$ cat src/rtl/core/aopa_pkg.sv
package aopa_pkg;

  // Fixed-point constants
  localparam logic [30:0] LOG2E_Q30 = 31'd1549082005;
  localparam logic [29:0] LN2_Q30   = 30'd744261118;
  localparam logic [30:0] Q30_ONE   = 31'd1073741824;
  localparam logic signed [36:0] EXP_LIMIT = 37'sd8589934592;
  localparam logic [35:0] Y_BIAS    = 36'd17179869184;
  localparam logic [6:0]  SHIFT_PIVOT = 7'd94;
  localparam logic [47:0] PRICE_MAX = 48'hFFFF_FFFF_FFFF;
  localparam logic [62:0] ACC_MAX   = 63'h7FFF_FFFF_FFFF_FFFF;
  localparam logic [29:0] RECIP_SIX = 30'd715827883;
  localparam logic [61:0] SQ_LIMIT  = 62'd549755813888;

  // Configuration register indexes
  typedef enum logic [2:0] {
    CFG_SPOT,
    CFG_STRIKE,
    CFG_DRIFT,
    CFG_DIFFUSION,
    CFG_DISCOUNT,
    CFG_IS_CALL
  } aopa_cfg_idx_e;

  // Sequencer states of the evaluation engine
  typedef enum logic [4:0] {
    ST_IDLE,
    ST_SCALE,
    ST_LOG,
    ST_SPLIT,
    ST_REDUCE,
    ST_RECIP,
    ST_CORR,
    ST_SQW,
    ST_CUBE,
    ST_DIV6,
    ST_MANT,
    ST_PROD,
    ST_PRICE,
    ST_AVG,
    ST_DISC,
    ST_SQR,
    ST_ACC
  } aopa_state_e;

  typedef struct packed {
    logic [15:0] z;
    logic        last;
  } aopa_item_t;

  typedef struct packed {
    logic [31:0]        spot;
    logic [31:0]        strike;
    logic signed [31:0] drift;
    logic [30:0]        diffusion;
    logic [31:0]        discount;
    logic               is_call;
  } aopa_cfg_t;

endpackage

$ cat src/rtl/core/aopa_front.sv
module aopa_front import aopa_pkg::*; (
  input  logic        clk_i,
  input  logic        rst_ni,
  input  logic        in_valid_i,
  output logic        in_ready_o,
  input  logic [15:0] normal_sample_i,
  input  logic        last_pair_i,
  output logic        q_valid_o,
  output aopa_item_t  q_item_o,
  input  logic        q_pop_i
);

  aopa_item_t slot_q [2];
  logic       wr_ptr_q, rd_ptr_q;
  logic [1:0] count_q;
  logic       push;

  assign in_ready_o = (count_q != 2'd2);
  assign q_valid_o  = (count_q != 2'd0);
  assign q_item_o   = slot_q[rd_ptr_q];
  assign push       = in_valid_i & in_ready_o;

  // Store incoming transactions
  always_ff @(posedge clk_i) begin
    if (push) begin
      slot_q[wr_ptr_q] <= '{z: normal_sample_i, last: last_pair_i};
    end
  end

  // Advance pointers and occupancy
  always_ff @(posedge clk_i or negedge rst_ni) begin
    if (!rst_ni) begin
      wr_ptr_q <= 1'b0;
      rd_ptr_q <= 1'b0;
      count_q  <= 2'd0;
    end else begin
      if (push) wr_ptr_q <= ~wr_ptr_q;
      if (q_pop_i) rd_ptr_q <= ~rd_ptr_q;
      count_q <= count_q + 2'(push) - 2'(q_pop_i);
    end
  end

endmodule

$ cat config.mk
export PLATFORM = sky130hd
export DESIGN_NAME = aopa_front
export DESIGN_NICKNAME = d
export VERILOG_FILES = /design/src/rtl/core/aopa_pkg.sv /design/src/rtl/core/aopa_front.sv
export SDC_FILE = /design/constraint.sdc
export NUM_CORES = 1
export LEC_CHECK = 0
export BUFFER_PORTS_ARGS = -buffer_cell sky130_fd_sc_hd__clkbuf_2
export CORE_MARGIN = 2
export CORE_UTILIZATION = 50
export DETAILED_ROUTE_END_ITERATION = 8
export PLACE_DENSITY = 0.77
export SLEW_MARGIN = 20
export SYNTH_ARGS = -nofsm -noshare
export SYNTH_HDL_FRONTEND = slang
export SYNTH_SLANG_ARGS = --single-unit
$ cat constraint.sdc
create_clock -name clk_i -period 2.26 [get_ports clk_i]
set_input_delay 0.452 -clock clk_i [delete_from_list [all_inputs] [get_ports clk_i]]
set_output_delay 0.452 -clock clk_i [all_outputs]
set_load 0.01 [all_outputs]
==> implementation parameters <==
Parameter                              Value

Logic synthesis
  Library cell with the largest summed area after synthesis    sky130_fd_sc_hd__edfxtp_1
  Most common library cells after synthesis    34 x sky130_fd_sc_hd__edfxtp_1, 9 x sky130_fd_sc_hd__mux2_4, 8 x sky130_fd_sc_hd__mux2_1, 4 x sky130_fd_sc_hd__dfrtp_1, 3 x sky130_fd_sc_hd__xnor2_1
  Leading cell types by total area after synthesis    sky130_fd_sc_hd__edfxtp_1 69%, sky130_fd_sc_hd__mux2_4 9.2%, sky130_fd_sc_hd__dfrtp_1 6.8%, sky130_fd_sc_hd__mux2_1 6.1%, sky130_fd_sc_hd__xnor2_1 1.8%
  Average size of a mapped cell    21.06 um^2
  Number of enable flip-flop cells after synthesis    34
  Post-synthesis register bit count    38
  Syn Std Cell Area    about 1500 um^2
  Share of synthesized flip-flops with an asynchronous set or reset    a little over a tenth
  Area fraction of the dominant cell type after synthesis    between 60% and 70%
  Top-count cell post-synth    sky130_fd_sc_hd__edfxtp_1
  Post-Synthesis Cells    70
  Yosys Warn Count    0
  Flip-flop cell with the highest count after synthesis    sky130_fd_sc_hd__edfxtp_1
  Count of cell types in the netlist    16
  Synth Net Count    92
  Sequential element share of the synthesized area    around three quarters

Run
  Count of max-cap constraint violations    0

Clock network
  Clock net sink count    38
  Number of clock buffers inserted by TritonCTS    5
  TritonCTS clock tree    done
  Number of setup buffers added after CTS    0
  Clock insertion delay at the later pin of the skew report    between 0.3 and 0.4 ns
  Clock Path Buffers    2
  Root cell of the clock tree    sky130_fd_sc_hd__clkbuf_4
  CTS H-tree lvls    2
  Clock-pin slew of the registers on the worst-case setup and hold paths    ~0.10 ns
  Quantity of gates resized following cts    0

STA
  Maximum clock frequency    about 470 MHz
  Clk_skew    roughly 0.008 ns
  Unrepaired setup endpoints after global routing    false
  Worst Tran Pin Value    approximately 0.48 ns
  Final hold violation count    0
  Setup violators final    0
  Final Worst Setup Slack    about 0.15 ns
  Final Cycle Share    roughly 94%
  Relative slew slack    approximately two thirds
  Number of pins exceeding their max-slew limit in the final report    0
  Minimum clock period after layout    2.114 ns
  Final TNS setup    0 ns

Floorplanning
  Chip width    58.30 um
  Die Outline Area    3398 um^2
  Die height    slightly below 60 um
  Site row count    19
  Floorplan Core Area    between 2000 and 3000 um^2
  Number of top-level pins    40
  Starting density of the core    between 50% and 60%

Status
  Status    complete, no violations

GRT
  Vias in the first global route    about 750
  Global-route usage over all layers    around 14%
  Wire length of the first global-routing pass    ~3.3 mm
  Number of antenna violations at the first check in global routing    0
  Maximum number of pins on one net before global-route repair    12
  Global-route congestion overflow total    0

Route
  Antenna Nets Post-Route    0
  Drc violations    0
  Total iterations of the first detailed-routing run    4
  Via total after detailed routing    772
  Routed length per placed instance    14.22 um
  Wire length after detailed routing    around 2.1 mm
  Number of violations reported at the end of detailed-routing iteration 0    19
  Average via count per standard cell    5.113

Placement
  Placed cells    between 100 and 150
  Routability-driven placement congestion ratio    roughly 0.6
  HPWL Detailed    about 1.7 mm
  Pre-CTS setup slack    0.4903 ns
  IO buf count    39

Power and ir drop
  Leakage component of the power    roughly 0.73 nW
  Peak ir drop on the vdd network    ~0.82 mV
  Total design power    between 0.002 and 0.0025 W
  Power density over the cells    1170 nW/um^2

Worst setup path
  Kind of end point of the critical path    output port
  Critical path required time    about 1.8 ns
  Critical-path maximum fanout    10
  Endpoint of the lowest-slack register-to-register path    slot_q[0][3]
  Startpoint-to-endpoint class of the critical path    flip-flop to output port
  Arrival time of data at the critical path endpoint    between 1.5 and 2 ns
  Cell depth of the worst flop-to-flop path    4
  Slack of the worst reg-to-reg path    0.64 ns
  Critical path launch point type    flip-flop
  Startpoint of the worst-slack reg-to-reg timing path    count_q[1]

Worst hold path
  Hold-critical path depth    1
  Beginning of the worst hold path    normal_sample_i[1]
  Class of the tightest hold or removal check    input pin to flip-flop
  Worst hold endpoint    slot_q[0][2]

Final layout
  Share of layout cells above drive strength 1    ~50%
  Total Nets Final    around 140
  Layout-stage area growth over the synthesis result    20.37%
  Final std cells w/o fill    approximately 150
  Diodes inserted    0
==> worst max path at each step <==
| stage | end | from | cells after the start |
|---|---|---|---|
| after floorplan | slot_q[0][0] | count_q[1] | 3 |
| after global placement | q_item_o[11] | rd_ptr_q | 3 |
| after detailed placement | q_item_o[12] | rd_ptr_q | 3 |
| after CTS | q_item_o[12] | rd_ptr_q | 3 |
| after global routing | q_item_o[11] | rd_ptr_q | 3 |
| final | q_item_o[12] | rd_ptr_q | 3 |
==> power breakdown <==
| group | internal [W] | total, W | switching, W |
|---|---|---|---|
| Combinational | 0.000366 | 0.000703 | 0.000337 |
| Sequential | 0.000967 | 0.00106 | 0.0000898 |
| Clock | 0.000124 | 0.000316 | 0.000192 |
| Total | 0.00146 | 0.00208 | 0.000619 |
==> kinds of logic (layout without fill, tap and decap cells) <==
family	Yosys count	in the layout	share of synthesized area, %
adder cells (fa/ha/maj)	1	1	0.8488
flip-flops	38	38	76.06
buffers and inverters	2	52	1.528
XOR/XNOR	4	4	2.377
AO/OA/AOI/OAI	2	2	1.273
AND/OR/NAND/NOR	6	6	2.632
multiplexers	17	17	15.28
==> repair_timing <==
action / in CTS / in global routing
hold buffers: 1 / 0
hold endpoints to repair: 4 / 0
endpoints found under the setup margin: 0 / 0
==> per-stage QoR <==
stage | utilization, % | cell area [um^2] | hold WS [ns]
global route | 63.79 | 1774 | 0.2785
floorplan | - | 1474 | 0.1564
finish | 63.79 | 1774 | 0.3036
global placement | 61.67 | 1715 | 0.2653
detailed placement | 61.67 | 1715 | 0.2698
CTS | 63.79 | 1774 | 0.2833
==> metal layers <==
layer,global-route usage (%),part of all wire [%],vias to the layer above
met5,0,0,-
met4,9.967,2.6,0
met3,5.714,6.0,4
met2,23.27,53,23
met1,14.77,38,376
li1,-,-,369
==> worst max-delay path, stage by stage (launching register included) <==
cell,delay (ns)
sky130_fd_sc_hd__dfrtp_1,0.59
sky130_fd_sc_hd__buf_4,0.29
sky130_fd_sc_hd__mux2_4,0.31
sky130_fd_sc_hd__clkbuf_2,0.13
==> cells in the final DEF (no fill, tap or decap), types with 3 or more instances in the layout <==
cell type                  count
sky130_fd_sc_hd__dfrtp_1       4
sky130_fd_sc_hd__mux2_4        9
sky130_fd_sc_hd__edfxtp_1     34
sky130_fd_sc_hd__clkbuf_4      5
sky130_fd_sc_hd__clkbuf_1      3
sky130_fd_sc_hd__buf_4         4
sky130_fd_sc_hd__mux2_1        8
sky130_fd_sc_hd__clkbuf_2     39
sky130_fd_sc_hd__xnor2_1       3
==> flip-flops by register name, indices dropped and copies added (netlist names) <==
signal and flops:
slot_q 34, count_q 2, rd_ptr_q 1, wr_ptr_q 1
==> final cells by class <==
cell class,count,area [um^2]
multi-input combinational,30,330.3
tap,31,38.79
sequential,38,1121
timing repair buffer,44,235.2
fill,200,1007
clock buffer,8,48.80
No activity file was read; power rests on OpenSTA's default activity.
